<file path="config.mk">
export PLATFORM = sky130hd
export DESIGN_NAME = sensor_dump_recent_events_core
export DESIGN_NICKNAME = d
export VERILOG_FILES = /design/src/rtl/sdre_pkg.sv /design/src/rtl/sdre_ring.sv /design/src/rtl/sdre_scan.sv /design/src/rtl/sensor_dump_recent_events_core.sv
export SDC_FILE = /design/constraint.sdc
export NUM_CORES = 1
export LEC_CHECK = 0
export ABC_AREA = 0
export ABC_CLOCK_PERIOD_IN_PS = 7900
export BUFFER_PORTS_ARGS = -buffer_cell sky130_fd_sc_hd__buf_2
export CAP_MARGIN = 20
export CELL_PAD_IN_SITES_DETAIL_PLACEMENT = 0
export CELL_PAD_IN_SITES_GLOBAL_PLACEMENT = 2
export CORE_ASPECT_RATIO = 1.1
export CORE_MARGIN = 2
export CORE_UTILIZATION = 46
export DETAILED_ROUTE_END_ITERATION = 6
export PLACE_DENSITY = 0.79
export SYNTH_ARGS = -nofsm -noshare
export SYNTH_HDL_FRONTEND = slang
export SYNTH_SLANG_ARGS = --single-unit
</file>
<file path="constraint.sdc">
create_clock -name clk -period 7.9 [get_ports clk]
set_input_delay 0.395 -clock clk [delete_from_list [all_inputs] [get_ports clk]]
set_output_delay 0.395 -clock clk [all_outputs]
set_load 0.05 [all_outputs]
</file>
<file path="src/rtl/sdre_pkg.sv">
// ----------------------------------------------------------------------------
// sdre_pkg
// Shared types and constants for the sensor poll decoder and event ring.
// ----------------------------------------------------------------------------
package sdre_pkg;

	localparam int BANK_COUNT_DEF = 5;
	localparam int RING_DEPTH_DEF = 10;

	localparam int CODE_W  = 7;
	localparam int FIELD_W = 4;

	typedef enum logic [1:0] {
		ACT_POLL = 2'd0,
		ACT_BYTE = 2'd1,
		ACT_READ = 2'd2
	} action_t;

	localparam logic KIND_EVENT = 1'b0;
	localparam logic KIND_READ  = 1'b1;

	// one result word as it leaves the block
	typedef struct packed {
		logic               kind;
		logic [CODE_W-1:0]  code;
		logic [FIELD_W-1:0] slot;
		logic [FIELD_W-1:0] count;
		logic [FIELD_W-1:0] head;
		logic               last;
	} res_t;

endpackage

</file>
<file path="src/rtl/sdre_ring.sv">
// ----------------------------------------------------------------------------
// sdre_ring
// Ring store of recent event codes: one write port, one registered read port.
// Per-entry valid bits make unwritten entries read as zero after reset.
// ----------------------------------------------------------------------------
module sdre_ring
	import sdre_pkg::*;
#(
	parameter int RING_DEPTH = RING_DEPTH_DEF,
	localparam int IW = (RING_DEPTH > 1) ? $clog2(RING_DEPTH) : 1
) (
	input  logic              clk,
	input  logic              arst_n,
	input  logic              wr_en,
	input  logic [IW-1:0]     wr_addr,
	input  logic [CODE_W-1:0] wr_data,
	input  logic              rd_en,
	input  logic              rd_ok,
	input  logic [IW-1:0]     rd_addr,
	output logic [CODE_W-1:0] rd_data
);

	logic [CODE_W-1:0]   mem [RING_DEPTH];
	logic [RING_DEPTH-1:0] vld_q;
	logic [CODE_W-1:0]   rd_data_q;

	always_ff @(posedge clk or negedge arst_n) begin
		if (!arst_n) begin
			vld_q <= '0;
		end else if (wr_en) begin
			vld_q[wr_addr] <= 1'b1;
		end
	end

	always_ff @(posedge clk) begin
		if (wr_en) begin
			mem[wr_addr] <= wr_data;
		end
	end

	// out-of-range slots and never-written entries read as zero
	always_ff @(posedge clk) begin
		if (rd_en) begin
			if (rd_ok && vld_q[rd_addr]) begin
				rd_data_q <= mem[rd_addr];
			end else begin
				rd_data_q <= '0;
			end
		end
	end

	assign rd_data = rd_data_q;

endmodule

</file>
<file path="src/rtl/sdre_scan.sv">
// ----------------------------------------------------------------------------
// sdre_scan
// Takes input words, scans poll bytes MSB first, one set bit per cycle while
// out_free; keeps byte counter, ring head, count, newest code; drives ring.
// ----------------------------------------------------------------------------
module sdre_scan
	import sdre_pkg::*;
#(
	parameter int BANK_COUNT = BANK_COUNT_DEF,
	parameter int RING_DEPTH = RING_DEPTH_DEF,
	localparam int IW = (RING_DEPTH > 1) ? $clog2(RING_DEPTH) : 1
) (
	input  logic               clk,
	input  logic               arst_n,
	input  logic               item_valid,
	output logic               item_ready,
	input  logic [1:0]         action,
	input  logic [7:0]         sensor_byte,
	input  logic [FIELD_W-1:0] slot_index,
	input  logic               out_free,
	output logic               res_load,
	output res_t               res,
	output logic               wr_en,
	output logic [IW-1:0]      wr_addr,
	output logic [CODE_W-1:0]  wr_data,
	output logic               rd_en,
	output logic               rd_ok,
	output logic [IW-1:0]      rd_addr
);

	localparam int POLL_LEN = 2 * BANK_COUNT;
	localparam int CW = $clog2(POLL_LEN + 1);
	localparam int NW = $clog2(RING_DEPTH + 1);

	logic [CW-1:0]      bcnt_q;
	logic [IW-1:0]      head_q;
	logic [NW-1:0]      cnt_q;
	logic [CODE_W-1:0]  newest_q;

	logic               job_vld_q;
	logic               job_rd_q;
	logic [7:0]         mask_q;
	logic [3:0]         bank_q;
	logic               pos_q;
	logic               first_q;
	logic [FIELD_W-1:0] idx_q;

	logic               accept;
	logic               byte_ok;
	logic               job_new;
	logic               step;
	logic               job_done;
	logic [2:0]         k_sel;
	logic [7:0]         mask_rem;
	logic [CODE_W-1:0]  code;
	logic               dup;
	logic               append;
	logic [IW-1:0]      head_nx;
	logic [NW-1:0]      cnt_nx;
	logic [6:0]         idx_ext;
	logic [CW-1:0]      half;

	// highest set bit first
	always_comb begin
		k_sel = 3'd0;
		for (int k = 7; k >= 0; k--) begin
			if (mask_q[7-k]) begin
				k_sel = 3'(k);
			end
		end
	end

	assign mask_rem = mask_q & ~(8'h80 >> k_sel);
	assign code     = CODE_W'({bank_q, pos_q, k_sel});
	// within one byte codes differ, so only the first set bit can repeat
	assign dup      = first_q && (code == newest_q);

	assign step     = job_vld_q && out_free;
	assign job_done = job_rd_q || (mask_rem == 8'd0);
	assign append   = step && !job_rd_q && !dup;

	assign item_ready = !job_vld_q || (step && job_done);
	assign accept     = item_valid && item_ready;

	assign byte_ok = bcnt_q < CW'(POLL_LEN);
	assign job_new = accept && ((action_t'(action) == ACT_READ)
		|| ((action_t'(action) == ACT_BYTE) && byte_ok && (sensor_byte != 8'd0)));

	assign head_nx = (head_q == IW'(RING_DEPTH - 1)) ? '0 : head_q + IW'(1);
	assign cnt_nx  = (cnt_q == NW'(RING_DEPTH)) ? cnt_q : cnt_q + NW'(1);

	assign idx_ext = 7'(idx_q);
	assign half    = bcnt_q >> 1;

	assign wr_en   = append;
	assign wr_addr = head_q;
	assign wr_data = code;
	assign rd_en   = step && job_rd_q;
	assign rd_ok   = idx_ext < 7'(RING_DEPTH);
	assign rd_addr = idx_ext[IW-1:0];

	assign res_load = append || rd_en;

	always_comb begin
		if (job_rd_q) begin
			res.kind  = KIND_READ;
			res.code  = '0;
			res.slot  = idx_q;
			res.count = FIELD_W'(cnt_q);
			res.head  = FIELD_W'(head_q);
			res.last  = 1'b1;
		end else begin
			res.kind  = KIND_EVENT;
			res.code  = code;
			res.slot  = FIELD_W'(head_q);
			res.count = FIELD_W'(cnt_nx);
			res.head  = FIELD_W'(head_nx);
			res.last  = (mask_rem == 8'd0);
		end
	end

	always_ff @(posedge clk or negedge arst_n) begin
		if (!arst_n) begin
			head_q   <= '0;
			cnt_q    <= '0;
			newest_q <= '0;
		end else if (append) begin
			head_q   <= head_nx;
			cnt_q    <= cnt_nx;
			newest_q <= code;
		end
	end

	// a new job may start in the cycle the previous one finishes
	always_ff @(posedge clk or negedge arst_n) begin
		if (!arst_n) begin
			job_vld_q <= 1'b0;
			job_rd_q  <= 1'b0;
			first_q   <= 1'b0;
		end else if (job_new) begin
			job_vld_q <= 1'b1;
			job_rd_q  <= (action_t'(action) == ACT_READ);
			first_q   <= 1'b1;
		end else if (step && job_done) begin
			job_vld_q <= 1'b0;
		end else if (step) begin
			first_q <= 1'b0;
		end
	end

	always_ff @(posedge clk or negedge arst_n) begin
		if (!arst_n) begin
			bcnt_q <= CW'(POLL_LEN);
		end else if (accept) begin
			case (action_t'(action))
				ACT_POLL: begin
					bcnt_q <= '0;
				end
				ACT_BYTE: begin
					if (byte_ok) begin
						bcnt_q <= bcnt_q + CW'(1);
					end
				end
				default: begin
				end
			endcase
		end
	end

	// payload of the job in hand
	always_ff @(posedge clk) begin
		if (accept) begin
			mask_q <= sensor_byte;
			bank_q <= 4'(half + CW'(1));
			pos_q  <= bcnt_q[0];
			idx_q  <= slot_index;
		end else if (step) begin
			mask_q <= mask_rem;
		end
	end

endmodule

</file>
<file path="src/rtl/sensor_dump_recent_events_core.sv">
// ----------------------------------------------------------------------------
// sensor_dump_recent_events_core
// Poll reply decoder feeding a ring of recent sensor event codes.
// ----------------------------------------------------------------------------
// Input channel item_valid/item_ready carries action, sensor_byte, slot_index.
// start_poll arms the byte counter and produces nothing. Each poll byte (up to
// two per bank) is scanned MSB first; every set bit whose code differs from
// the newest ring entry is appended and reported as one result word.
// read_slot gives one word with the slot contents, ring head and count.
// Output channel result_valid/result_ready carries kind, event_code, slot,
// entry_count, head and last (set on the final word of an input word).
// Results leave from an output register; a first set bit that repeats the
// newest entry is scanned but gives no word. The scanner takes one set bit
// per cycle, MSB first, while the output register is free; start_poll and
// ignored words do not hold it. A new word is taken in the cycle the
// scanner finishes, so words run back to back.
// If the receiver stalls, the output register holds and the scanner waits.
// Reset clears the ring (valid bits), head, count and disarms the poll.
// ----------------------------------------------------------------------------
module sensor_dump_recent_events_core
	import sdre_pkg::*;
#(
	parameter int BANK_COUNT = BANK_COUNT_DEF,
	parameter int RING_DEPTH = RING_DEPTH_DEF
) (
	input  logic               clk,
	input  logic               arst_n,
	input  logic               item_valid,
	output logic               item_ready,
	input  logic [1:0]         action,
	input  logic [7:0]         sensor_byte,
	input  logic [FIELD_W-1:0] slot_index,
	output logic               result_valid,
	input  logic               result_ready,
	output logic               kind,
	output logic [CODE_W-1:0]  event_code,
	output logic [FIELD_W-1:0] slot,
	output logic [FIELD_W-1:0] entry_count,
	output logic [FIELD_W-1:0] head,
	output logic               last
);

	localparam int IW = (RING_DEPTH > 1) ? $clog2(RING_DEPTH) : 1;

	logic              out_free;
	logic              res_load;
	res_t              res;
	logic              wr_en;
	logic [IW-1:0]     wr_addr;
	logic [CODE_W-1:0] wr_data;
	logic              rd_en;
	logic              rd_ok;
	logic [IW-1:0]     rd_addr;
	logic [CODE_W-1:0] rd_data;

	logic              res_vld_s1;
	res_t              res_s1;

	sdre_scan #(
		.BANK_COUNT (BANK_COUNT),
		.RING_DEPTH (RING_DEPTH)
	) u_scan (
		.clk         (clk),
		.arst_n      (arst_n),
		.item_valid  (item_valid),
		.item_ready  (item_ready),
		.action      (action),
		.sensor_byte (sensor_byte),
		.slot_index  (slot_index),
		.out_free    (out_free),
		.res_load    (res_load),
		.res         (res),
		.wr_en       (wr_en),
		.wr_addr     (wr_addr),
		.wr_data     (wr_data),
		.rd_en       (rd_en),
		.rd_ok       (rd_ok),
		.rd_addr     (rd_addr)
	);

	sdre_ring #(
		.RING_DEPTH (RING_DEPTH)
	) u_ring (
		.clk     (clk),
		.arst_n  (arst_n),
		.wr_en   (wr_en),
		.wr_addr (wr_addr),
		.wr_data (wr_data),
		.rd_en   (rd_en),
		.rd_ok   (rd_ok),
		.rd_addr (rd_addr),
		.rd_data (rd_data)
	);

	assign out_free = !res_vld_s1 || result_ready;

	always_ff @(posedge clk or negedge arst_n) begin
		if (!arst_n) begin
			res_vld_s1 <= 1'b0;
		end else if (res_load) begin
			res_vld_s1 <= 1'b1;
		end else if (result_ready) begin
			res_vld_s1 <= 1'b0;
		end
	end

	always_ff @(posedge clk) begin
		if (res_load) begin
			res_s1 <= res;
		end
	end

	// read replies take their code from the ring's read register,
	// loaded in the same cycle as res_s1
	assign result_valid = res_vld_s1;
	assign kind         = res_s1.kind;
	assign event_code   = (res_s1.kind == KIND_READ) ? rd_data : res_s1.code;
	assign slot         = res_s1.slot;
	assign entry_count  = res_s1.count;
	assign head         = res_s1.head;
	assign last         = res_s1.last;

endmodule

</file>
# Word-level counts from Yosys, hierarchy flattened
# Memory sizes are Yosys's and may differ from the RTL's. A register that Yosys moved wholly into a read port is not among the register bits.
# Index checks and enable logic that the tools add are counted.
totals:
  register_bits: 70
  latch_bits: 0
  ram_bits: 70
  romBits: 0
  inputBits: 18
  output_inout_bits: 23
  wordCells: 101
  n_memories: 1
op_classes:
  n_addsub: 4
  mul: 0
  n_div: 0
  order_cmp: 5
  n_eq_ne: 7
  shift: 1
  muxes: 29
  n_bitwise: 3
  reduce_logical: 32
memory_table:
  columns: ["memory", "depth", "word_bits", "read_ports", "rd_ports_with_merged_regs", "write_ports", "line", "rtl"]
  rows:
  - ["u_ring.mem", 10, 7, 1, 1, 1, "sdre_ring.sv:23", "logic [CODE_W-1:0] mem [RING_DEPTH];"]
ops:
  columns: ["cell", "n"]
  rows:
  - ["$mux W3", 8]
  - ["$mux W21", 1]
  - ["$mux W8", 2]
  - ["$add A4 B1 Y4 const B", 3]
  - ["$logic_and A1 B1 Y1", 12]
  - ["$mux W4", 3]
  - ["$mux W1", 11]
  - ["$lt A4 B5 Y1 const B", 2]
  - ["$or A10 B10 Y10", 1]
  - ["$reduce_bool A2 Y1", 5]
  - ["$and A8 B8 Y8", 1]
  - ["$eq A4 B4 Y1 const B", 2]
  - ["$logic_not A8 Y1", 1]
  - ["$lt A4 B4 Y1 const B", 2]
  - ["$not A8 Y8", 1]
  - ["$pmux W4 S2", 1]
  - ["$reduce_bool A8 Y1", 1]
  - ["$shr A8 B3 Y8 const A", 1]
  - ["$eq A7 B7 Y1", 1]
  - ["$mux W7", 1]
  - ["$logic_not A1 Y1", 5]
  - ["$logic_or A1 B1 Y1", 5]
  - ["$bmux W1 S4", 1]
  - ["$demux W1 S4", 1]
  - ["other kinds (8)", 9]

# Logic depth before layout (Yosys ltp)
depth:
  ltp_word: 19
  depth_mapped: 7
  mapped_depth_nobuf: 7

# Hierarchy
# From an unflattened synthesis, not the netlist that was laid out.
unflattened:
  cells_unflattened: 453
  area_unflattened_um2: 6739.0
modules_own_cells:
  columns: ["mod", "instances", "cells_per_inst", "area_per_inst_um2"]
  rows:
  - ["sdre_ring", 1, 174, 3529.6]
  - ["sdre_scan", 1, 235, 2334.7]
  - ["sensor_dump_recent_events_core", 1, 44, 874.6]

# Worst setup path before layout
# OpenSTA, ideal clock, no wires.
synth_path:
  path_type: "reg-to-reg"
  from: "reg u_scan.mask_q[5]"
  to: "reg u_scan.job_vld_q"
  setup_time_ps: 206
  arrival_time_ps: 3021
  t_required_ps: 7694
  path_slack_ps: 4673
  path_stages_with_launch: 7
  n_path_buf: 0
  cell_sequence: "edfxtp_1 > or4_4 > or3_1 > a32oi_1 > a21oi_1 > o21ai_0 > o21ai_0"
synth_via:
  elab_chain_len: 13
synth_rtl:
  columns: ["item", "line", "rtl"]
  rows:
  - ["start, declared", "sdre_scan.sv:42", "logic [7:0] mask_q;"]
  - ["start signal, assigned", "sdre_scan.sv:173", "mask_q <= sensor_byte;"]
  - ["start signal, assigned", "sdre_scan.sv:178", "mask_q <= mask_rem;"]
  - ["$mux W3 (3 in a row)", "sdre_scan.sv:67", "if (mask_q[7-k]) begin"]
  - ["$shr A8 B3 Y8", "sdre_scan.sv:73", "assign mask_rem = mask_q & ~(8'h80 >> k_sel);"]
  - ["$not A8 Y8", "sdre_scan.sv:73", null]
  - ["$and A8 B8 Y8 *", "sdre_scan.sv:73", null]
  - ["$logic_not A8 Y1 *", "sdre_scan.sv:79", "assign job_done = job_rd_q || (mask_rem == 8'd0);"]
  - ["$logic_or A1 B1 Y1 *", "sdre_scan.sv:79", null]
  - ["$logic_and A1 B1 Y1 *", "sdre_scan.sv:82", "assign item_ready = !job_vld_q || (step && job_done);"]
  - ["$logic_or A1 B1 Y1 *", "sdre_scan.sv:82", null]
  - ["via item_ready", "sensor_dump_recent_events_core.sv:29", "output logic item_ready,"]
  - ["$logic_and A1 B1 Y1 *", "sdre_scan.sv:83", "assign accept = item_valid && item_ready;"]
  - ["$logic_and A1 B1 Y1 *", "sdre_scan.sv:86", "assign job_new = accept && ((action_t'(action) == ACT_READ)"]
  - ["$mux W1 / $reduce_bool A2 Y1 (equally long branches)", null, null]
  - ["end signal, assigned", "sdre_scan.sv:137", "job_vld_q <= 1'b0;"]
  - ["end signal, assigned", "sdre_scan.sv:141", "job_vld_q <= 1'b1;"]
  - ["end signal, assigned", "sdre_scan.sv:145", "job_vld_q <= 1'b0;"]
  - ["end, declared", "sdre_scan.sv:40", "logic job_vld_q;"]
# Mark *: on every way through the listed nets, which the timed path passes. The rest lies on a longest branch.
# A chain may end at the register's enable or synchronous reset.

# Worst setup path after layout
layout_path:
  from: "reg u_scan.mask_q[5]"
  to: "out item_ready"
layout_via:
  elab_chain_len: 10
layout_rtl:
  columns: ["item", "line"]
  rows:
  - ["$mux W3 (3 in a row)", "sdre_scan.sv:67"]
  - ["$shr A8 B3 Y8", "sdre_scan.sv:73"]
  - ["$not A8 Y8", "sdre_scan.sv:73"]
  - ["$and A8 B8 Y8 *", "sdre_scan.sv:73"]
  - ["$logic_not A8 Y1 *", "sdre_scan.sv:79"]
  - ["$logic_or A1 B1 Y1 *", "sdre_scan.sv:79"]
  - ["$logic_and A1 B1 Y1 *", "sdre_scan.sv:82"]
  - ["$logic_or A1 B1 Y1 *", "sdre_scan.sv:82"]
  - ["end, declared", "sensor_dump_recent_events_core.sv:29"]
# Every way passes the cells marked *; elsewhere a longest branch is shown, timed or not.

==> flow_metrics.tcl <==
set metrics [dict create \
    synth_top_cell_area_share_pct 53.0 \
    ys_ff_latch 147 \
    start_util_pct 47.0 \
    ant_nets 0 \
    synth.distinct_cells 52 \
    antenna_found_initial 0 \
    yosysWarnings 0 \
    total_power_w 0.00332 \
    setup_viol 0 \
    cts_hold_buffers 0 \
    drive_gt1_share_pct 22.8 \
    instances_no_fill 697 \
    remaining_drc_errors 0 \
    die_area_um2 15000 \
    io_pins 41 \
    synth_cells 464 \
    wl_per_cell_um 18.6 \
    run_status "complete, no violations" \
    regArea_um2 4250 \
    power_leakage_nw 2.76 \
    p_per_area_nw_per_um2 448 \
    crit-reg2reg-launch "u_scan.mask_q[2]" \
    gp_congestion 0.789 \
    clk_pin_slew_ns 0.06 \
    worstPathRequired_ns 7.51 \
    ys_seq_area_share_pct 65.9 \
    yosys.area_share.simple_pct 8.61 \
    tns_ns 0 \
    synth_ff_type "edfxtp_1" \
    cts_resized 0 \
    via_per_inst 5.44 \
    ys_top_cells_by_count "edfxtp_1, dfrtp_1, nor2_1, o21ai_0, nand2_1" \
    critPathArrivalTime_ns 2.82 \
    cts_tree "built" \
    synth_top_family_by_area "multiplexers" \
    crit_slowest_cell "or4_4" \
    grt_pass1_vias 3714 \
    placementRows 45 \
    nNetsFinal 518 \
    slew_headroom_pct 40.7 \
    hpwl_um 8930 \
    syn-cell-area_um2 6450 \
    clock_latency_ns 0.41 \
    postCtsSetupBuffers 0 \
    async_flop_share_pct 22.4 \
    cp-start-kind "flop" \
    fmax_mhz 311 \
    synth_compound_area_share_pct 9.36 \
    crit_chain "or4_4 -> or3_1 -> a32oi_1 -> a21oi_1 -> o21ai_0 -> buf_2" \
    synthAdderAreaFrac_pct 0.775 \
    die_w_um 117 \
    clock_path_buffers 2 \
    cts_root_buf "clkbuf_16" \
    cts_buffers 17 \
    synth_xor_xnor_area_share_pct 1.90 \
    multi_input_area_um2 1940 \
    drv_cap 0 \
    core_um2 13700 \
    min_period_ns 3.21 \
    synth_edf_count 114 \
    slowest_delay_ns 0.59 \
    num_antenna_cells 0 \
    dp_cells 665 \
    wirelength_um 13000 \
    slew_viol_final 0 \
    grt_pass1_wl_um 20600 \
    min_period_over_period_pct 40.7 \
    min_path_type "in -> async" \
    first_pass_iters 5 \
    worst_slew_pin_slew_ns 0.887 \
    area_delta_synth_final_pct 14.8 \
    initialDrtViolationCount 240 \
    grt_max_degree 34 \
    h-tree-depth 4 \
    crit_fanout 8 \
    die_y_um 128 \
    cp.buffers_inverters 1 \
    critical_path.top_delay_family "simple AND/OR/NAND/NOR gates" \
    synth_nets 486 \
    vias 3794 \
    yosysTopAreaCell "edfxtp_1" \
    grt.total_usage_pct 18.8 \
    fillers 1167 \
    cp-end-kind "primary output" \
    rsz0062_at_grt "false" \
    synth.most_common_cell "edfxtp_1" \
    peakVddDrop_uv 214 \
    clock_skew_ns 0.0100 \
    critPathLaunch "u_scan.mask_q[5]" \
    synthMuxAreaShare_pct 9.40 \
    gr-total-overflow 0 \
    cts.sinks 147 \
    hold_viol_final 0 \
    port_buffers 40 \
    ys_top_cells_by_area "edfxtp_1, dfrtp_1, mux4_2" \
    postSynthAreaPerCell_um2 13.9 \
    path_class "reg -> out" \
]
## metal layers
layer  global-route usage, %  routed length [um]  part of all wire, %  vias up
li1                        -                   -                    -     1795
met1                    25.8                5860                   45     1895
met2                    30.3                6490                   50       93
met3                    3.55                 465                  3.6       11
met4                    6.02                 150                  1.2        0
met5                       0                   0                    0        -
## sequential cells by signal, indices dropped and copies added, names as in the netlist, 7 cells and up
| register | flops |
|---|---|
| u_ring.mem | 70 |
| u_ring.vld_q | 10 |
| u_scan.mask_q | 8 |
| res_s1 | 7 |
| u_ring.rd_data | 7 |
| u_scan.newest_q | 7 |
## cells by family after synthesis
kind of cell / after synthesis
flops: 147
buf+inv: 57
xor+xnor: 14
compound gates: 91
simple gates: 112
mux: 39
fa+ha+maj: 4
## per-stage QoR
stage	area, um^2	utilization (%)	hold slack [ns]	worst slack, ns
after CTS	7410	53.9	0.0857	4.66
after global routing	7410	53.9	0.103	4.50
after detailed placement	6770	49.2	0.458	4.93
after global placement	6770	49.2	0.453	5.00
after floorplan	6450	-	0.0994	4.67
final	7410	53.9	0.0684	4.69
## report_power, final
group	internal [W]	switching [W]
Clock	0.000561	0.000309
Sequential	0.00117	0.000182
Combinational	0.000356	0.000744
## layout by cell type (no fill, tap or decap), types with 6 or more instances in the layout
cell	n
edfxtp_1	114
buf_2	40
dfrtp_1	31
nor2_1	29
o21ai_0	29
nand2_1	27
inv_1	24
nor2b_1	18
clkbuf_16	17
mux4_2	16
a211oi_1	16
mux2_2	13
mux2i_1	10
o21bai_1	9
a21oi_1	9
nand3_1	8
o211ai_1	8
xnor2_1	8
xor2_1	6
buf_4	6
## final cells by class
class / instances / area share (%)
Clock buffer: 19 / 5.85
Clock inverter: 13 / 2.80
Inverter: 24 / 1.22
Multi-Input combinational cell: 260 / 26.2
Sequential cell: 147 / 57.4
Tap cell: 188 / 3.18
Timing Repair Buffer: 46 / 3.31
## worst register-to-register path: stages (launching register included)
cell and delay [ns]:
edfxtp_1 0.44, or2_2 0.36, o21ai_0 0.15, nand2_1 0.13, xnor2_1 0.55, o21ai_2 0.18, buf_4 0.26, nor2_1 0.52
## worst paths after layout
path	endpoint	slack, ns	depth (start not counted)
max	item_ready	4.69	6
min	u_scan.cnt_q[0]	0.07	1
max reg2reg	u_ring.mem[3][1]	4.93	7
min reg2reg	u_ring.vld_q[5]	0.47	1
max in group asynchronous	u_ring.vld_q[7]	7.33	1
min in group clk	u_scan.rd_addr[3]	0.16	1
Power figures use the tool's default switching activity.
